[src/rtl/core/wemu_pkg.sv]
`timescale 1ns / 1ps
// ----------------------------------------------------------------------------
// wemu_pkg
// shared constants and types of the four-wheel multi-turn encoder unwrap
// ----------------------------------------------------------------------------
package wemu_pkg;

    localparam int WHEELS        = 4;
    localparam int RAW_IN_W      = 16;   // width of each raw angle field
    localparam int CFG_W         = 16;   // widest configuration register
    localparam int CFG_IDX_W     = 2;
    localparam int POS_W         = 31;   // signed position width
    localparam int THR_W         = 16;
    localparam int PERIOD_W      = 16;
    localparam int HDR_W         = 8;

    localparam int TURN_BITS_DEF = 16;
    localparam int RAW_BITS_DEF  = 16;

    localparam logic [HDR_W-1:0] HDR_START = 8'hDF;
    localparam logic [HDR_W-1:0] HDR_CMD   = 8'h41;

    localparam logic [PERIOD_W-1:0] WRAP_PERIOD_RST    = 16'd27204;
    localparam logic [THR_W-1:0]    JUMP_THRESHOLD_RST = 16'd10000;
    localparam logic [WHEELS-1:0]   INVERT_MASK_RST    = 4'd3;

    typedef enum logic [CFG_IDX_W-1:0] {
        REG_WRAP_PERIOD    = 2'd0,
        REG_JUMP_THRESHOLD = 2'd1,
        REG_INVERT_MASK    = 2'd2
    } cfg_reg_t;

    // control from the top level to one wheel tracker
    typedef struct packed {
        logic load;     // item moves into the tracking stage
        logic hdr_ok;   // header matched, take the new raw value
    } track_ctrl_t;

endpackage

[src/rtl/core/wemu_track.sv]
`timescale 1ns / 1ps
// ----------------------------------------------------------------------------
// wemu_track
// per-wheel wrap detection and saturating turn counter
// ----------------------------------------------------------------------------
module wemu_track #(
    parameter int TURN_BITS = wemu_pkg::TURN_BITS_DEF,
    parameter int RAW_BITS  = wemu_pkg::RAW_BITS_DEF
) (
    input  logic                        clk,
    input  logic                        rst_n,
    input  wemu_pkg::track_ctrl_t       ctrl,
    input  logic [RAW_BITS-1:0]         raw,
    input  logic [wemu_pkg::THR_W-1:0]  threshold,
    output logic [RAW_BITS-1:0]         cur,
    output logic signed [TURN_BITS-1:0] turn
);
    import wemu_pkg::*;

    localparam int DIFF_W = ((RAW_BITS > THR_W) ? RAW_BITS : THR_W) + 2;
    localparam logic signed [TURN_BITS-1:0] TURN_MAX = {1'b0, {(TURN_BITS-1){1'b1}}};
    localparam logic signed [TURN_BITS-1:0] TURN_MIN = {1'b1, {(TURN_BITS-1){1'b0}}};

    logic [RAW_BITS-1:0]         last_raw_reg;
    logic [RAW_BITS-1:0]         last_raw_next;
    logic signed [TURN_BITS-1:0] turn_reg;
    logic signed [TURN_BITS-1:0] turn_next;
    logic signed [DIFF_W-1:0]    diff;
    logic signed [DIFF_W-1:0]    thr_s;
    logic                        jump_up;
    logic                        jump_down;

    assign last_raw_next = ctrl.hdr_ok ? raw : last_raw_reg;
    assign diff  = $signed(DIFF_W'(last_raw_next)) - $signed(DIFF_W'(last_raw_reg));
    assign thr_s = $signed(DIFF_W'(threshold));

    assign jump_up   = diff > thr_s;
    assign jump_down = diff < -thr_s;

    always_comb
    begin
        turn_next = turn_reg;
        if (jump_up)
        begin
            if (turn_reg != TURN_MIN)
                turn_next = turn_reg - TURN_BITS'(1);
        end
        else if (jump_down)
        begin
            if (turn_reg != TURN_MAX)
                turn_next = turn_reg + TURN_BITS'(1);
        end
    end

    // the state doubles as the stage register holding the current item
    always_ff @(posedge clk or negedge rst_n)
    begin
        if (!rst_n)
        begin
            last_raw_reg <= '0;
            turn_reg     <= '0;
        end
        else if (ctrl.load)
        begin
            last_raw_reg <= last_raw_next;
            turn_reg     <= turn_next;
        end
    end

    assign cur  = last_raw_reg;
    assign turn = turn_reg;

endmodule

[src/rtl/core/wemu_position.sv]
`timescale 1ns / 1ps
// ----------------------------------------------------------------------------
// wemu_position
// raw + period * turns, optional negation, clamp to the position range
// ----------------------------------------------------------------------------
module wemu_position #(
    parameter int TURN_BITS = wemu_pkg::TURN_BITS_DEF,
    parameter int RAW_BITS  = wemu_pkg::RAW_BITS_DEF
) (
    input  logic [RAW_BITS-1:0]           cur,
    input  logic signed [TURN_BITS-1:0]   turn,
    input  logic [wemu_pkg::PERIOD_W-1:0] period,
    input  logic                          invert,
    output logic [wemu_pkg::POS_W-1:0]    pos
);
    import wemu_pkg::*;

    localparam int PROD_W = PERIOD_W + 1 + TURN_BITS;
    localparam int CALC_W = (PROD_W + 2 > POS_W + 1) ? PROD_W + 2 : POS_W + 1;
    localparam logic signed [CALC_W-1:0] POS_HI =
        {{(CALC_W-POS_W+1){1'b0}}, {(POS_W-1){1'b1}}};
    localparam logic signed [CALC_W-1:0] POS_LO =
        {{(CALC_W-POS_W+1){1'b1}}, {(POS_W-1){1'b0}}};

    logic signed [PERIOD_W:0]   period_s;
    logic signed [PROD_W-1:0]   prod;
    logic signed [CALC_W-1:0]   sum;
    logic signed [CALC_W-1:0]   signed_pos;

    assign period_s = $signed({1'b0, period});
    assign prod     = PROD_W'(period_s) * PROD_W'(turn);
    assign sum      = CALC_W'(prod) + $signed(CALC_W'(cur));
    assign signed_pos = invert ? -sum : sum;

    always_comb
    begin
        if (signed_pos > POS_HI)
            pos = POS_HI[POS_W-1:0];
        else if (signed_pos < POS_LO)
            pos = POS_LO[POS_W-1:0];
        else
            pos = signed_pos[POS_W-1:0];
    end

endmodule

[src/rtl/core/wheel_encoder_multiturn_unwrap_unit.sv]
`timescale 1ns / 1ps
// ----------------------------------------------------------------------------
// wheel_encoder_multiturn_unwrap_unit
// four-wheel encoder report unwrap into multi-turn signed positions
// ----------------------------------------------------------------------------
//  channel   direction  handshake          contents
//  s_*       in         tvalid/tready      one encoder report per transaction
//  m_*       out        tvalid/tready      flag + four positions per transaction
//  cfg_*     in         write enable only  wrap period, jump threshold, invert mask
//
//  one transaction per cycle sustained while m_tready stays high
//  stages: input register, tracking stage (the per-wheel state), output register
//  each stage holds its item only while the next one is full and stalled, so
//  bubbles close up and input is still taken while a result waits at m_*
//  reset clears all valid flags and the wheel state and sets the config registers to defaults
// ----------------------------------------------------------------------------
module wheel_encoder_multiturn_unwrap_unit #(
    parameter int TURN_BITS = wemu_pkg::TURN_BITS_DEF,
    parameter int RAW_BITS  = wemu_pkg::RAW_BITS_DEF
) (
    input  logic                           clk,
    input  logic                           rst_n,
    // report: start byte, command, raw rf, raw rb, raw lf, raw lb
    input  logic                           s_tvalid,
    output logic                           s_tready,
    input  logic [79:0]                    s_tdata,
    // result: pos rf, pos rb, pos lf, pos lb, zero padding
    output logic                           m_tvalid,
    input  logic                           m_tready,
    output logic [127:0]                   m_tdata,
    // frame_accepted
    output logic                           m_tuser,
    input  logic                           cfg_we,
    input  logic [wemu_pkg::CFG_IDX_W-1:0] cfg_index,
    input  logic [wemu_pkg::CFG_W-1:0]     cfg_data
);
    import wemu_pkg::*;

    // configuration registers
    logic [PERIOD_W-1:0] wrap_period_reg;
    logic [THR_W-1:0]    jump_threshold_reg;
    logic [WHEELS-1:0]   invert_mask_reg;

    always_ff @(posedge clk or negedge rst_n)
    begin
        if (!rst_n)
        begin
            wrap_period_reg    <= WRAP_PERIOD_RST;
            jump_threshold_reg <= JUMP_THRESHOLD_RST;
            invert_mask_reg    <= INVERT_MASK_RST;
        end
        else if (cfg_we)
        begin
            unique case (cfg_reg_t'(cfg_index))
                REG_WRAP_PERIOD:    wrap_period_reg    <= cfg_data[PERIOD_W-1:0];
                REG_JUMP_THRESHOLD: jump_threshold_reg <= cfg_data[THR_W-1:0];
                REG_INVERT_MASK:    invert_mask_reg    <= cfg_data[WHEELS-1:0];
                default:            ; // unused index, write dropped
            endcase
        end
    end

    // ready chain: a stage can load when empty or when it is handing off
    logic in_valid_reg;
    logic mid_valid_reg;
    logic out_valid_reg;
    logic in_ready;
    logic mid_ready;
    logic out_ready;
    logic in_load;
    logic mid_load;
    logic out_load;

    assign out_ready = !out_valid_reg || m_tready;
    assign mid_ready = !mid_valid_reg || out_ready;
    assign in_ready  = !in_valid_reg  || mid_ready;

    assign in_load  = s_tvalid && in_ready;
    assign mid_load = in_valid_reg && mid_ready;
    assign out_load = mid_valid_reg && out_ready;

    logic in_valid_next;
    logic mid_valid_next;
    logic out_valid_next;

    always_comb
    begin
        in_valid_next  = in_ready  ? s_tvalid      : in_valid_reg;
        mid_valid_next = mid_ready ? in_valid_reg  : mid_valid_reg;
        out_valid_next = out_ready ? mid_valid_reg : out_valid_reg;
    end

    always_ff @(posedge clk or negedge rst_n)
    begin
        if (!rst_n)
        begin
            in_valid_reg  <= 1'b0;
            mid_valid_reg <= 1'b0;
            out_valid_reg <= 1'b0;
        end
        else
        begin
            in_valid_reg  <= in_valid_next;
            mid_valid_reg <= mid_valid_next;
            out_valid_reg <= out_valid_next;
        end
    end

    // input register: header check is done on the way in
    logic                in_hdr_ok_reg;
    logic [RAW_IN_W-1:0] in_raw_reg [WHEELS];

    always_ff @(posedge clk)
    begin
        if (in_load)
        begin
            in_hdr_ok_reg <= (s_tdata[7:0] == HDR_START) && (s_tdata[15:8] == HDR_CMD);
            for (int w = 0; w < WHEELS; w++)
                in_raw_reg[w] <= s_tdata[16 + w*RAW_IN_W +: RAW_IN_W];
        end
    end

    // tracking stage: the wheel state updates exactly once per item
    logic                        mid_accepted_reg;
    track_ctrl_t                 track_ctrl;
    logic [RAW_BITS-1:0]         lane_cur  [WHEELS];
    logic signed [TURN_BITS-1:0] lane_turn [WHEELS];
    logic [POS_W-1:0]            lane_pos  [WHEELS];

    assign track_ctrl.load   = mid_load;
    assign track_ctrl.hdr_ok = in_hdr_ok_reg;

    always_ff @(posedge clk)
    begin
        if (mid_load)
            mid_accepted_reg <= in_hdr_ok_reg;
    end

    for (genvar w = 0; w < WHEELS; w++)
    begin : g_lane
        wemu_track #(
            .TURN_BITS (TURN_BITS),
            .RAW_BITS  (RAW_BITS)
        ) u_track (
            .clk       (clk),
            .rst_n     (rst_n),
            .ctrl      (track_ctrl),
            .raw       (in_raw_reg[w][RAW_BITS-1:0]),
            .threshold (jump_threshold_reg),
            .cur       (lane_cur[w]),
            .turn      (lane_turn[w])
        );

        // scale, direction and clamp between tracking and output registers
        wemu_position #(
            .TURN_BITS (TURN_BITS),
            .RAW_BITS  (RAW_BITS)
        ) u_position (
            .cur    (lane_cur[w]),
            .turn   (lane_turn[w]),
            .period (wrap_period_reg),
            .invert (invert_mask_reg[w]),
            .pos    (lane_pos[w])
        );
    end

    // output register
    logic             out_accepted_reg;
    logic [POS_W-1:0] out_pos_reg [WHEELS];

    always_ff @(posedge clk)
    begin
        if (out_load)
        begin
            out_accepted_reg <= mid_accepted_reg;
            for (int w = 0; w < WHEELS; w++)
                out_pos_reg[w] <= lane_pos[w];
        end
    end

    assign s_tready = in_ready;
    assign m_tvalid = out_valid_reg;
    assign m_tuser  = out_accepted_reg;
    assign m_tdata  = {4'b0000, out_pos_reg[3], out_pos_reg[2],
                       out_pos_reg[1], out_pos_reg[0]};

endmodule

[config.mk]
export PLATFORM = sky130hd
export DESIGN_NAME = wheel_encoder_multiturn_unwrap_unit
export DESIGN_NICKNAME = d
export VERILOG_FILES = /design/src/rtl/core/wemu_pkg.sv /design/src/rtl/core/wemu_track.sv /design/src/rtl/core/wemu_position.sv /design/src/rtl/core/wheel_encoder_multiturn_unwrap_unit.sv
export SDC_FILE = /design/constraint.sdc
export NUM_CORES = 2
export LEC_CHECK = 0
export ABC_AREA = 1
export BUFFER_PORTS_ARGS = -buffer_cell sky130_fd_sc_hd__buf_2
export CORE_ASPECT_RATIO = 1.2
export CORE_MARGIN = 3
export CORE_UTILIZATION = 40
export CTS_BUF_LIST = sky130_fd_sc_hd__clkbuf_16
export DETAILED_ROUTE_END_ITERATION = 10
export RECOVER_POWER = 100
export SLEW_MARGIN = 20
export SYNTH_ARGS = -nofsm -noshare
export SYNTH_HDL_FRONTEND = slang
export SYNTH_SLANG_ARGS = --single-unit
[constraint.sdc]
create_clock -name clk -period 20.3 [get_ports clk]
set_input_delay 3.045 -clock clk [delete_from_list [all_inputs] [get_ports clk]]
set_output_delay 3.045 -clock clk [all_outputs]
set_load 0.05 [all_outputs]
==> results summary <==
The flow ran to the end, but the final reports show violations. The final reports fail on max-capacitance violations, max-slew violations. The total met2 wirelength after detailed routing is ~91,000 µm.

In the layout the commonest cells are sky130_fd_sc_hd__nand2_1 (2,781), sky130_fd_sc_hd__inv_1 (2,543), sky130_fd_sc_hd__fa_1 (848). Entering global routing, the biggest net connects 122 pins. For this design the top-level I/O count stands at approximately 230. The tightest slew margin relative to the limit came out at -207%. The number of max-capacitance violations reported is 14.

The via count came out at 57,100. The largest incremental delay on the critical path came out at about 2.2 ns. The insertion delay to the later sink of the worst-skew pair came out at 0.70 ns. After detailed routing, the average wire length per cell comes to approximately 17 µm. The area of the placeable core came out at 0.169 mm².

The worst-margin pin slew is 4.61 ns. The layout overhead on the synthesized area is 6.05%. The post-cts resize count is 0. The slowest cell on the critical path is sky130_fd_sc_hd__clkbuf_1. The library cell used most frequently in the layout, excluding fill and tap cells, is sky130_fd_sc_hd__nand2_1.

The clock tree synthesis step divided the H-tree into 2 levels. The floorplan die area came out at 0.176 mm². The DRC violation count after routing came out at 0.

For this run, the top clock speed supported by timing is 90.0 MHz. The number of antenna violations at the first check in global routing is 5. Global routing used 22.5% of the available tracks. From left edge to right edge, the die measures approximately 380 µm. The synthesized cell area came out at between 0.06 and 0.07 mm². The total setup buffers inserted after CTS came out at 0. Counting stages on the worst path, the most repeated cell is sky130_fd_sc_hd__nand2_1. In the final timing run, aggregate negative setup slack is 0 ns. The count of endpoints failing hold in the final timing report came to 0.

In this run the deepest clock path goes through 3 buffers. During placement, the flow inserted port buffers numbering 229. The final RePlAce weighted congestion is 0.920. Setup repair after global routing left no endpoint under its margin. The worst setup path is captured at a register.

The number of warnings reported in the yosys synthesis log came out at 0. The distinct cell type count of the synthesized netlist is 54. For this run, the register share of the synthesized area comes to 14.5%. The critical path data required time is 20.80 ns. The share of the clock period used by the worst path after layout is 54.7%. For this block, the initial DRC count from the detailed router was 3,646. The final layout contains routed wiring with a total length of 195,000 µm. The register clock-pin slew on the reported worst setup and hold paths came out at 0.06 ns. Before antenna repair, the detailed router went through 5 iterations. The time the worst path needs with I/O delays and setup came out at 11.11 ns.

The share of async-settable or async-resettable flops after synthesis came out at approximately 47%. The mean cell area of the mapped netlist came out at roughly 7.2 µm². Once the floorplan was initialized, standard cells occupied 40.4% of the core. The number of slew-limit violations in the final report came out at around 750. The HPWL after detailed placement came out at 156,000 µm. The vertical extent of the die is around 460 µm.

The final core utilization came out at 42.9%. Yosys mapped a number of flops with a built-in enable equal to between 150 and 200. The number of buffers inserted for hold repair after clock tree synthesis came out at 0. The largest fanout of any net on the critical path is between 70 and 80.

The final global-route overflow total came out at 0. The tree built by TritonCTS fans out to 358 sinks. The post-synthesis register bit count came out at 358. The total clock buffers created by CTS came out at 46.

For this block, wires on met1 add up to between 80,000 and 90,000 µm. The first global-routing pass estimated 316,000 µm of wire. The most used flip-flop cell after synthesis is sky130_fd_sc_hd__edfxtp_1. The number of standard cells after synthesis is 9,489. The number of nets still failing antenna checks after routing is 0. The number of global-route vias before repair is approximately 59,000.

The arrival time at the worst endpoint came out at roughly 12 ns. The net total in the final layout is 11,200. The flip-flop count of the largest register, all copies and words added is around 120. In the routed layout, each cell is associated on average with a via count of 4.86. The worst setup path is launched from a register. CTS placed an instance of sky130_fd_sc_hd__clkbuf_16 at the clock tree root.

The path class of the tightest hold or removal check is reg -> reg. The tightest hold margin came out at between 0.4 and 0.5 ns. TritonCTS built the clock tree.

Setup violations remaining at the end of the flow were counted as 0. The worst setup path is of the reg -> reg kind. The proportion of layout cells with a drive suffix above 1 came out at 2.94%. The highest metal layer carrying signal wires in the routed design is met5. In this run the core area contains around 170 standard-cell rows. The clock tree skew after final layout came out at 0.0511 ns. Detailed routing placed a total of 10,900 µm of wire on met3. The worst-case register-to-register setup slack came out at 9.19 ns.
-- worst max-delay path, delay by kind of cell, from the launching register on --
kind / cells / cell delay [ns]
flops: 1 / 0.61
buf+inv: 3 / 3.96
xor+xnor: 2 / 0.36
fa+ha+maj: 3 / 1.25
simple gates: 18 / 1.89
compound gates: 14 / 2.75
-- layer usage --
metal	vias up	global-route usage, %
li1	28000	-
met1	27400	29.6
met2	1439	38.1
met3	294	2.81
met4	2	7.55
met5	-	0
-- per-stage QoR --
step,instance area (µm²),std cells,setup WS (ns)
2_1_floorplan,68400,9492,10.58
3_3_place_gp,71200,11700,11.76
3_5_place_dp,71200,11700,11.73
5_1_grt,72500,11800,8.04
4_1_cts,72700,11800,11.72
6_report,72500,11800,9.19
-- Yosys cell counts, types with 5 or more instances --
library cell	instances	area share (%)
sky130_fd_sc_hd__a211oi_1	8	0.088
sky130_fd_sc_hd__a21o_1	7	0.077
sky130_fd_sc_hd__a21oi_1	266	1.9
sky130_fd_sc_hd__a31oi_1	8	0.073
sky130_fd_sc_hd__buf_1	102	0.56
sky130_fd_sc_hd__buf_4	12	0.13
sky130_fd_sc_hd__buf_6	18	0.30
sky130_fd_sc_hd__clkbuf_1	192	1.1
sky130_fd_sc_hd__dfrtp_1	154	5.6
sky130_fd_sc_hd__dfstp_2	13	0.50
sky130_fd_sc_hd__edfxtp_1	191	8.4
sky130_fd_sc_hd__fa_1	848	25
sky130_fd_sc_hd__ha_1	777	14
sky130_fd_sc_hd__inv_1	2539	14
sky130_fd_sc_hd__inv_2	8	0.044
sky130_fd_sc_hd__nand2_1	2779	15
sky130_fd_sc_hd__nand2_2	28	0.26
sky130_fd_sc_hd__nand3_1	309	2.3
sky130_fd_sc_hd__nand3b_1	22	0.24
sky130_fd_sc_hd__nand4_1	73	0.67
sky130_fd_sc_hd__nor2_1	387	2.1
sky130_fd_sc_hd__nor2_2	24	0.22
sky130_fd_sc_hd__nor3_1	35	0.26
sky130_fd_sc_hd__nor4_1	15	0.14
sky130_fd_sc_hd__o2111ai_1	5	0.064
sky130_fd_sc_hd__o21a_1	5	0.055
sky130_fd_sc_hd__o21ai_0	315	2.3
sky130_fd_sc_hd__o21bai_1	22	0.24
sky130_fd_sc_hd__o311ai_0	7	0.090
sky130_fd_sc_hd__o31ai_1	12	0.13
sky130_fd_sc_hd__or4_1	6	0.066
sky130_fd_sc_hd__xnor2_1	105	1.3
sky130_fd_sc_hd__xor2_1	146	1.9
-- final timing paths --
kind	start	end	cells past startpoint
worst min-delay path	mid_accepted_reg	m_tuser	0
min in group asynchronous	rst_n	jump_threshold_reg[0]	1
worst min register to register	mid_accepted_reg	m_tuser	0
worst max-delay path	in_hdr_ok_reg	g_lane[0].u_track.turn[14]	40
max in group asynchronous	rst_n	wrap_period_reg[1]	2
worst max register to register	in_hdr_ok_reg	g_lane[0].u_track.turn[14]	40
-- cell families (layout without fill, tap and decap cells) --
family	after synthesis	after routing	share of synthesized area, %
xor gates and xnor gates	252	252	3.24
muxes	4	4	0.0586
and+or+nand+nor	3696	3696	21.7
other	1	7	0.00549
AOI/OAI and AO/OA	676	676	5.32
DFF	358	358	14.5
buffers and inverters	2877	2894	16.1
adders and majority gates	1625	1625	39.1
-- area by class of cell --
type                       count  area, µm²
timing repair buffer         259       1160
antenna                        3       7.51
fill                       17500      96600
tap                         2254       2820
multi-input combinational   6257      47400
inverter                    2549       9570
sequential                   358       9940
clock buffer                  46       1150
clock inverter                40        400
Power is not shown: default switching activity piles up to over one toggle a cycle in this logic, so the estimate is an artifact.
